==> src/rtl/gnss_binary_frame_checker_unit_assert.svh <==
// Assertion macros shared by the frame checker modules.
// GBFC_ASSERT_CK takes an explicit clock and active-low reset.
// GBFC_ASSERT uses clk_i and rst_ni of the enclosing module.
`ifndef GNSS_BINARY_FRAME_CHECKER_UNIT_ASSERT_SVH
`define GNSS_BINARY_FRAME_CHECKER_UNIT_ASSERT_SVH

`ifndef SYNTH

`define GBFC_ASSERT_CK(label, clk, rst_n, prop, msg) \
  label: assert property (@(posedge clk) disable iff (!rst_n) prop) else $error(msg);

`define GBFC_ASSERT(label, prop, msg) \
  `GBFC_ASSERT_CK(label, clk_i, rst_ni, prop, msg)

`else

`define GBFC_ASSERT_CK(label, clk, rst_n, prop, msg)

`define GBFC_ASSERT(label, prop, msg)

`endif

`endif

==> src/rtl/gbfc_pkg.sv <==
package gbfc_pkg;

  localparam int unsigned CountW = 17;

  // Frame framing bytes
  localparam logic [7:0] SyncFirst  = 8'hB5;
  localparam logic [7:0] SyncSecond = 8'h62;
  localparam logic [7:0] AckClass   = 8'h05;
  localparam logic [7:0] AckIdAck   = 8'h01;
  localparam logic [7:0] AckIdNack  = 8'h00;

  localparam logic [CountW-1:0] CountMax      = 17'h1FFFF;
  localparam logic [CountW-1:0] FrameOverhead = 17'd8;
  localparam logic [CountW-1:0] AckMinBytes   = 17'd4;
  localparam logic [CountW-1:0] SumStartPos   = 17'd4;

  // Byte positions inside a frame
  localparam logic [CountW-1:0] PosSync0 = 17'd0;
  localparam logic [CountW-1:0] PosSync1 = 17'd1;
  localparam logic [CountW-1:0] PosClass = 17'd2;
  localparam logic [CountW-1:0] PosId    = 17'd3;
  localparam logic [CountW-1:0] PosLenLo = 17'd4;
  localparam logic [CountW-1:0] PosLenHi = 17'd5;
  localparam logic [CountW-1:0] PosEcho0 = 17'd6;
  localparam logic [CountW-1:0] PosEcho1 = 17'd7;

  // Mismatch flag bits
  localparam int unsigned FlagSync = 0;
  localparam int unsigned FlagAck  = 1;
  localparam int unsigned FlagExp  = 2;
  localparam int unsigned FlagEcho = 3;

  // Configuration register indexes
  localparam logic [1:0] RegExpClass = 2'd0;
  localparam logic [1:0] RegExpId    = 2'd1;
  localparam logic [1:0] RegAckMode  = 2'd2;

  typedef enum logic [1:0] {
    StatusOk    = 2'd0,
    StatusError = 2'd1,
    StatusShort = 2'd2
  } status_e;

  typedef struct packed {
    logic [7:0] exp_class;
    logic [7:0] exp_id;
    logic       ack_mode;
  } cfg_t;

  typedef struct packed {
    logic [CountW-1:0] count;
    logic [7:0]        sum_a;
    logic [7:0]        sum_b;
    logic [15:0]       last_two;
    logic [15:0]       pay_len;
    logic [3:0]        flags;
    logic [7:0]        id_seen;
  } frame_t;

endpackage

==> src/rtl/gbfc_frame_state.sv <==
`include "gnss_binary_frame_checker_unit_assert.svh"

module gbfc_frame_state import gbfc_pkg::*; (
  input  logic       clk_i,
  input  logic       rst_ni,
  input  logic       xfer_i,
  input  logic [7:0] frame_byte_i,
  input  logic       final_byte_i,
  input  cfg_t       cfg_i,
  output frame_t     frame_o
);

  frame_t frame_q, frame_d;

  // Fold the incoming byte into the running frame state
  always_comb begin
    frame_d = frame_q;
    unique case (frame_q.count)
      PosSync0: begin
        if (frame_byte_i != SyncFirst) frame_d.flags[FlagSync] = 1'b1;
      end
      PosSync1: begin
        if (frame_byte_i != SyncSecond) frame_d.flags[FlagSync] = 1'b1;
      end
      PosClass: begin
        if (frame_byte_i != AckClass) frame_d.flags[FlagAck] = 1'b1;
        if (frame_byte_i != cfg_i.exp_class) frame_d.flags[FlagExp] = 1'b1;
      end
      PosId: begin
        frame_d.id_seen = frame_byte_i;
        if (frame_byte_i != AckIdAck) frame_d.flags[FlagAck] = 1'b1;
        if (frame_byte_i != cfg_i.exp_id) frame_d.flags[FlagExp] = 1'b1;
      end
      PosLenLo: begin
        frame_d.pay_len[7:0] = frame_byte_i;
      end
      PosLenHi: begin
        frame_d.pay_len[15:8] = frame_byte_i;
      end
      PosEcho0: begin
        if (frame_byte_i != cfg_i.exp_class) frame_d.flags[FlagEcho] = 1'b1;
      end
      PosEcho1: begin
        if (frame_byte_i != cfg_i.exp_id) frame_d.flags[FlagEcho] = 1'b1;
      end
      default: begin
      end
    endcase

    // Add each byte two positions late, once it cannot be a check byte
    if (frame_q.count >= SumStartPos) begin
      frame_d.sum_a = frame_q.sum_a + frame_q.last_two[15:8];
      frame_d.sum_b = frame_q.sum_b + frame_d.sum_a;
    end
    frame_d.last_two = {frame_q.last_two[7:0], frame_byte_i};
    if (frame_q.count < CountMax) begin
      frame_d.count = frame_q.count + 1'b1;
    end
  end

  // Hold state between transfers, clear after the final byte
  always_ff @(posedge clk_i or negedge rst_ni) begin
    if (!rst_ni) begin
      frame_q <= '0;
    end else if (xfer_i) begin
      if (final_byte_i) begin
        frame_q <= '0;
      end else begin
        frame_q <= frame_d;
      end
    end
  end

  assign frame_o = frame_d;

  `GBFC_ASSERT(a_count_advances, xfer_i && !final_byte_i |=> frame_q.count != '0,
               "byte count did not advance on a non-final byte")
  `GBFC_ASSERT(a_final_clears, xfer_i && final_byte_i |=> frame_q.count == '0 &&
               frame_q.flags == '0, "frame state not cleared after final byte")
  `GBFC_ASSERT(a_sums_idle_early, frame_q.count < SumStartPos |->
               frame_q.sum_a == '0 && frame_q.sum_b == '0,
               "checksum accumulated before the length field")

endmodule

==> src/rtl/gbfc_judge.sv <==
module gbfc_judge import gbfc_pkg::*; #(
  parameter int unsigned MAX_PAYLOAD = 1024
) (
  input  frame_t  frame_i,
  input  logic    ack_mode_i,
  output status_e status_o
);

  localparam logic [CountW-1:0] MaxPayload = CountW'(MAX_PAYLOAD);

  logic [CountW-1:0] len_ext;
  logic              hdr_bad;
  logic              packet_ok;

  assign len_ext = {1'b0, frame_i.pay_len};
  assign hdr_bad = ack_mode_i ? frame_i.flags[FlagAck] : frame_i.flags[FlagExp];

  // Combine framing, length and checksum checks
  assign packet_ok = !frame_i.flags[FlagSync] && !hdr_bad
                  && (len_ext <= MaxPayload)
                  && (frame_i.count == FrameOverhead + len_ext)
                  && (frame_i.sum_a == frame_i.last_two[15:8])
                  && (frame_i.sum_b == frame_i.last_two[7:0]);

  // Pick the status, short frames first
  always_comb begin
    priority if (frame_i.count < FrameOverhead) begin
      if (ack_mode_i && frame_i.count >= AckMinBytes && frame_i.id_seen == AckIdNack) begin
        status_o = StatusError;
      end else begin
        status_o = StatusShort;
      end
    end else if (!packet_ok) begin
      status_o = StatusError;
    end else if (ack_mode_i && frame_i.flags[FlagEcho]) begin
      status_o = StatusError;
    end else begin
      status_o = StatusOk;
    end
  end

endmodule

==> src/rtl/gnss_binary_frame_checker_unit.sv <==
// Binary GNSS frame checker.
// Input channel: one frame byte per transfer (frame_byte_i), with final_byte_i
// marking the last byte of a frame. Output channel: one check_status_o per
// frame, 0 ok, 1 frame error or negative acknowledge, 2 frame too short.
// Configuration: cfg_we_i writes cfg_wdata_i into register cfg_index_i
// (0 expected class, 1 expected id, 2 ack mode); index 3 is ignored.
// Throughput: one byte per cycle while the output is not stalled. Every byte is
// folded into the frame state in the cycle of its transfer; the status of the final
// byte is computed in that same cycle and lands in the output register, so it is
// visible in the cycle after the final byte transfer.
// The single output register decides the rate under stall: while a status
// waits and out_ready_i is low, in_ready_o is low and no byte is taken; when
// the status is taken, a new byte may transfer in that same cycle.
// Reset clears the frame state, the configuration registers and the output
// valid flag; the first byte after reset starts a new frame.
`include "gnss_binary_frame_checker_unit_assert.svh"

module gnss_binary_frame_checker_unit import gbfc_pkg::*; #(
  parameter int unsigned MAX_PAYLOAD = 1024
) (
  input  logic       clk_i,
  input  logic       rst_ni,
  input  logic       in_valid_i,
  output logic       in_ready_o,
  input  logic [7:0] frame_byte_i,
  input  logic       final_byte_i,
  output logic       out_valid_o,
  input  logic       out_ready_i,
  output logic [1:0] check_status_o,
  input  logic       cfg_we_i,
  input  logic [1:0] cfg_index_i,
  input  logic [7:0] cfg_wdata_i
);

  cfg_t    cfg_q;
  frame_t  frame_next;
  status_e status_d;
  status_e status_q;
  logic    out_valid_q, out_valid_d;
  logic    in_xfer;

  assign in_ready_o = !out_valid_q || out_ready_i;
  assign in_xfer    = in_valid_i && in_ready_o;

  // Write configuration registers
  always_ff @(posedge clk_i or negedge rst_ni) begin
    if (!rst_ni) begin
      cfg_q <= '0;
    end else if (cfg_we_i) begin
      unique case (cfg_index_i)
        RegExpClass: cfg_q.exp_class <= cfg_wdata_i;
        RegExpId:    cfg_q.exp_id    <= cfg_wdata_i;
        RegAckMode:  cfg_q.ack_mode  <= cfg_wdata_i[0];
        default: begin
        end
      endcase
    end
  end

  gbfc_frame_state u_frame_state (
    .clk_i        (clk_i),
    .rst_ni       (rst_ni),
    .xfer_i       (in_xfer),
    .frame_byte_i (frame_byte_i),
    .final_byte_i (final_byte_i),
    .cfg_i        (cfg_q),
    .frame_o      (frame_next)
  );

  gbfc_judge #(
    .MAX_PAYLOAD (MAX_PAYLOAD)
  ) u_judge (
    .frame_i    (frame_next),
    .ack_mode_i (cfg_q.ack_mode),
    .status_o   (status_d)
  );

  // Load a status on the final byte, drop valid once it is taken
  always_comb begin
    out_valid_d = out_valid_q;
    if (out_valid_q && out_ready_i) begin
      out_valid_d = 1'b0;
    end
    if (in_xfer && final_byte_i) begin
      out_valid_d = 1'b1;
    end
  end

  always_ff @(posedge clk_i or negedge rst_ni) begin
    if (!rst_ni) begin
      out_valid_q <= 1'b0;
    end else begin
      out_valid_q <= out_valid_d;
    end
  end

  always_ff @(posedge clk_i) begin
    if (in_xfer && final_byte_i) begin
      status_q <= status_d;
    end
  end

  assign out_valid_o    = out_valid_q;
  assign check_status_o = status_q;

  `GBFC_ASSERT(a_result_from_final, $rose(out_valid_o) |->
               $past(in_valid_i && in_ready_o && final_byte_i),
               "status raised without a final byte transfer")
  `GBFC_ASSERT(a_long_not_short, in_xfer && final_byte_i &&
               frame_next.count >= FrameOverhead |=> check_status_o != StatusShort,
               "frame of full size reported as too short")
  `GBFC_ASSERT(a_pending_kept, out_valid_o && !out_ready_i |=> out_valid_o,
               "pending status lost while stalled")

endmodule

==> config.mk <==
export PLATFORM = sky130hd
export DESIGN_NAME = gnss_binary_frame_checker_unit
export DESIGN_NICKNAME = d
export VERILOG_FILES = /design/src/rtl/gbfc_pkg.sv /design/src/rtl/gbfc_frame_state.sv /design/src/rtl/gbfc_judge.sv /design/src/rtl/gnss_binary_frame_checker_unit.sv
export VERILOG_INCLUDE_DIRS = /design/src /design/src/rtl
export SDC_FILE = /design/constraint.sdc
export NUM_CORES = 1
export LEC_CHECK = 0
export BUFFER_PORTS_ARGS = -buffer_cell sky130_fd_sc_hd__buf_2
export CAP_MARGIN = 20
export CORE_MARGIN = 4
export CORE_UTILIZATION = 65
export DETAILED_ROUTE_END_ITERATION = 8
export PLACE_DENSITY = 0.83
export SYNTH_ARGS = -nofsm -noshare
export SYNTH_HDL_FRONTEND = slang
export SYNTH_HIERARCHICAL = 1
export SYNTH_SLANG_ARGS = --single-unit
==> constraint.sdc <==
create_clock -name clk_i -period 9.8 [get_ports clk_i]
set_input_delay 0 -clock clk_i [delete_from_list [all_inputs] [get_ports clk_i]]
set_output_delay 0 -clock clk_i [all_outputs]
set_load 0.02 [all_outputs]
# Word-level counts from Yosys, hierarchy flattened
# Cells that the tools add are included.
# totals
register_bits	97
latch_bits	0
ramBits	0
romBits	0
inputBits	24
out_inout_bits	4
mem_count	0
# classes
add_sub_neg	4
n_mul	0
div	0
n_lt_le_gt_ge	5
eq_ne	18
shift	0
mux	24
bitwise	0
reduce_logical	22
# op_table
operator	n
77-bit two-way mux	1
17-bit by 3-bit equality test with 1-bit output, second input constant	4
17-bit by 2-bit equality test with 1-bit output, second input constant	2
17-bit by 3-bit greater-or-equal comparator with 1-bit output, second input constant	2
8-bit two-way mux	3
17-bit by 1-bit adder with 17-bit output, second input constant	1
4-bit by 16-bit adder with 17-bit output, first input constant	1
17-bit by 1-bit equality test with 1-bit output, second input constant	1
17-bit equality test	1
17-bit logical NOT	1
17-bit < comparator, second input constant	1
17-bit by 4-bit < comparator with 1-bit output, second input constant	1
17-bit two-way mux	1
8-bit adder	2
8-bit equality test	2
16-bit by 11-bit less-or-equal comparator with 1-bit output, second input constant	1
16-bit two-way mux	1
8-bit != test	2
1-bit two-way mux	12
1-bit logical AND	11
8-bit logical NOT	1
8-bit by 1-bit != test with 1-bit output, second input constant	1
8-bit by 3-bit != test with 1-bit output, second input constant	1
8-bit by 7-bit != test with 1-bit output, second input constant	1
11 further kinds	18

# Depth between registers and ports, before layout
# depth
ltp_word	12
depth_mapped	18

# By module
# Netlist, hierarchy kept.
# modules_own_cells
mod	n_inst	cells_each	area_each_um2	seq_area_each_um2
gbfc_frame_state	1	550	5091.1	1926.8
gbfc_judge	1	118	828.3	0.0
gnss_binary_frame_checker_unit	1	45	765.7	510.5

# Worst setup path after synthesis
# OpenSTA, ideal clock, no wires.
# synth_path
kind	reg2reg
from	reg u_frame_state/frame_q[36] (netlist name)
to	reg status_q[0] (netlist: check_status_o[0]) (data pin)
arrival_ns	3.893
slack_ns	5.640
stages_incl_launch_ff	19
path_cell_list	dfrtp_1 ha_1 fa_1 a21o_1 a21oi_1 o21bai_1 a21oi_1 xnor2_1 ha_1 a21oi_1 o21ai_0 a21o_1 mux2i_1 xor2_1 xnor2_1 nand4_1 or4_1 nor4_2 a21oi_1
# synth_rtl
element	line	source
from (decl)	gbfc_frame_state.sv:13	frame_t frame_q, frame_d;
from (signal assigned)	gbfc_frame_state.sv:69	frame_q <= frame_d;
to (signal assigned)	gnss_binary_frame_checker_unit.sv:99	status_q <= status_d;
to (decl)	gnss_binary_frame_checker_unit.sv:38	status_e status_q;

==> impl_metrics.tcl <==
set metrics [dict create \
    post_cts.resized_instances 0 \
    synth_fp_nets 758 \
    io_pins 28 \
    htree_depth 3 \
    synth_cell_types 69 \
    final_period_minus_worst_setup_slack_ns 4.70 \
    grt_pass1_vias 5537 \
    total_number_of_nets_in_the_final_design 754 \
    worst_path_largest_cell_delay_ns 0.53 \
    routed_wl_per_cell_um 20.4 \
    power.leakage_nw 3.08 \
    layout-area-overhead-vs-synth_pct 4.59 \
    cap_violations 0 \
    num_rows 36 \
    finalSetupTns_ns 0 \
    grt_antenna_before_repair 0 \
    dieWidth_um 109 \
    filler_cell_count 744 \
    worst_path_class_setup "reg2reg" \
    globalRouteTotalUtil_pct 31.1 \
    floorplan.core_area_sq_um 9910 \
    timing.final.hold_violations 0 \
    buffer_ports.inserted 27 \
    grt_start_max_net_pins 72 \
    finish.instance_area_sq_um 6990 \
    async_reset_ff_share_pct 97.9 \
    first_iter_violations 567 \
    routed_via_density 6.60 \
    die_area_sq_um 12000 \
    synth_enable_flop_cells 2 \
    cts_tree "done" \
    cts_max_path_buffers 2 \
    power_mw 1.02 \
    drt_wl_total_um 17300 \
    final-setup-viol-count 0 \
    highest_net_fanout_along_the_worst_path 3 \
    drt_pass1_iterations 5 \
    fin_ws_ns 5.10 \
    crit_chain "ha_1, fa_1, a21o_1, a21oi_1, o21bai_1, a21oi_1, xnor2_1, ha_1, a21oi_1, o21ai_0, a21o_1, mux2i_1, xor2_1, xnor2_1, nand4_1, or4_1, nor4_2, a21oi_1" \
    sequential_cell_area_fraction_in_the_yosys_report_pct 36.5 \
    clock_tree.root_cell "sky130_fd_sc_hd__clkbuf_8" \
    rsz0062_at_grt "false" \
    yosys_register_bits 97 \
    worst_path_max_delay_cell "sky130_fd_sc_hd__or4_1" \
    dpl_worst_slack_ns 5.15 \
    timing.clock.skew_ns 0.00998 \
    grt_overflow_total 0 \
    worst_ir_drop_vdd_mv 0.0969 \
    worst_hold_path_type "in2reg" \
    fmax_mhz 213 \
    cts_buffers 9 \
    clock_sink_count 97 \
    hpwl_um 12100 \
    globalplace.congestion 0.908 \
    power_density_nw_per_um2 145 \
    drive_gt1_share_pct 14.0 \
    die_y_um 109 \
    min_period_over_period_pct 47.9 \
    syn-mean-instance-area_sq_um 9.38 \
    drt.antenna.violating_nets 0 \
    synth_warnings 6 \
    number_of_instances_in_the_synthesized_netlist 713 \
    dpl_cell_area_sq_um 6680 \
    clk-insertion-delay-late_ns 0.38 \
    crit_required_ns 9.93 \
    worst_path_most_repeated_cell "sky130_fd_sc_hd__a21oi_1" \
    cts.clk_slew.worst_paths_ns 0.10 \
    slew_violations 0 \
    hold_worst_slack_ns 0.0349 \
    status "completed" \
    maxSlewHeadroom_pct 30.4 \
    postSynth.topFlopCell "sky130_fd_sc_hd__dfrtp_1" \
    tightestPinTransition_ns 1.04 \
    global_route_wire_length_before_repair_um 28500 \
    cp-start-kind "flip-flop" \
    detail_route.drc_violations 0 \
    post_synth_instance_area_sq_um 6690 \
    floorplan.initialDensity_pct 67.5 \
    vias_after_detailed_routing 5594 \
    antenna-diode-count 0 \
    worst-endpoint-arrival_ns 4.83 \
    end_kind "flip-flop" \
]
==> synthesized netlist by cell type (all sizes together) (6+ instances only) <==
| master | number | share of area, % |
|---|---|---|
| nand2b | 9 | 0.84 |
| nor2 | 27 | 1.7 |
| xnor2 | 57 | 7.5 |
| buf | 34 | 3.7 |
| o2bb2ai | 18 | 2.4 |
| nand3 | 17 | 1.4 |
| nor3 | 12 | 0.90 |
| a22o | 17 | 2.2 |
| a21o | 10 | 1.1 |
| xor2 | 19 | 2.5 |
| nand4 | 21 | 2.3 |
| and4 | 8 | 1.1 |
| nand2 | 80 | 4.6 |
| dfrtp | 95 | 36 |
| nand3b | 9 | 1.1 |
| inv | 24 | 1.3 |
| o31ai | 6 | 0.75 |
| clkbuf | 23 | 1.3 |
| o21ai | 72 | 5.4 |
| mux2 | 40 | 6.9 |
| nor4 | 11 | 1.7 |
| ha | 19 | 3.6 |
| a21oi | 31 | 2.4 |
==> placed cells by master, fill, tap and decap left out, drive strengths merged, types with 3 or more instances in the layout <==
cell	instances
dfrtp	95
nand2	80
o21ai	72
xnor2	57
mux2	40
a21oi	31
buf	31
inv	28
nor2	27
nand4	21
xor2	19
ha	19
o2bb2ai	18
a22o	17
nand3	17
nor3	12
dlygate4sd3	11
nor4	11
a21o	10
nand2b	9
clkbuf	9
nand3b	9
and4	8
o31ai	6
o211ai	5
and3	5
a211oi	5
o21bai	4
or4	3
nor3b	3
a31oi	3
==> flip-flops by register name (all words and copies together) (netlist names) <==
register,cells
check_status_o,2
u_frame_state/frame_o,8
cfg_q,17
out_valid_o,1
u_frame_state/frame_q,69
==> per-layer routing <==
layer	GRT usage, %	vias up	part of all wire [%]
li1	-	2532	-
met1	42.9	2697	41
met5	0	-	0
met2	48.1	296	46
met4	16.7	0	4.2
met3	3.82	69	8.2
==> path summary, 6_finish.rpt <==
kind | start | endpoint | slack (ns) | depth (start not counted)
setup / recovery | u_frame_state/frame_q[52]$_DFFE_PN0P_ | check_status_o[0]$_DFFE_PP_ | 5.10 | 18
hold / removal | cfg_we_i | cfg_q[0]$_DFFE_PN0P_ | 0.03 | 3
setup reg to reg | u_frame_state/frame_q[52]$_DFFE_PN0P_ | check_status_o[0]$_DFFE_PP_ | 5.10 | 18
hold reg to reg | u_frame_state/frame_q[13]$_DFFE_PN0P_ | u_frame_state/frame_q[13]$_DFFE_PN0P_ | 0.49 | 1
max in group asynchronous | rst_ni | out_valid_o$_DFFE_PN0P_ | 8.58 | 3
min in group asynchronous | rst_ni | u_frame_state/frame_q[45]$_DFFE_PN0P_ | 0.04 | 2
==> worst max-delay path: cells and delay by family (launching register included) <==
family	cells	cell delay, ns
mux	1	0.28
compound gates	8	1.31
simple gates	3	0.89
xor+xnor	3	0.56
flops	1	0.42
fa+ha+maj	3	0.99
==> cells by family after synthesis <==
logic type	after synthesis	share of synthesized area [%]
xor+xnor	76	9.96
buf+inv	81	6.40
mux	41	7.06
simple gates	214	17.9
fa+ha+maj	21	4.16
compound gates	183	18.0
flops	97	36.5
==> power breakdown <==
part	leakage, nW	switching, mW	internal [mW]
clock	0.105	0.152	0.121
sequential	1.29	0.0321	0.439
combinational	1.69	0.159	0.114
==> cell type report <==
type | count | area, sq um | area share (%)
clock buffer | 9 | 124 | 1.77
clock inverter | 7 | 76.3 | 1.09
inverter | 24 | 90.1 | 1.29
multi-input combinational | 535 | 3820 | 54.6
sequential | 97 | 2440 | 34.9
tap | 133 | 166 | 2.38
timing repair buffer | 42 | 278 | 3.97
==> through the flow <==
stage | instances | util [%]
after floorplan | 713 | -
after global placement | 820 | 67.4
after detailed placement | 820 | 67.4
after CTS | 847 | 70.6
after global routing | 847 | 70.6
final | 847 | 70.6
==> timing repair <==
item / CTS / global route
endpoints found under the setup margin: 0 / 0
hold buffers: 11 / 0
endpoints found under the hold margin: 42 / 0
buffers inserted: 0 / 0
Note: power is estimated with default switching activity, not from simulation.
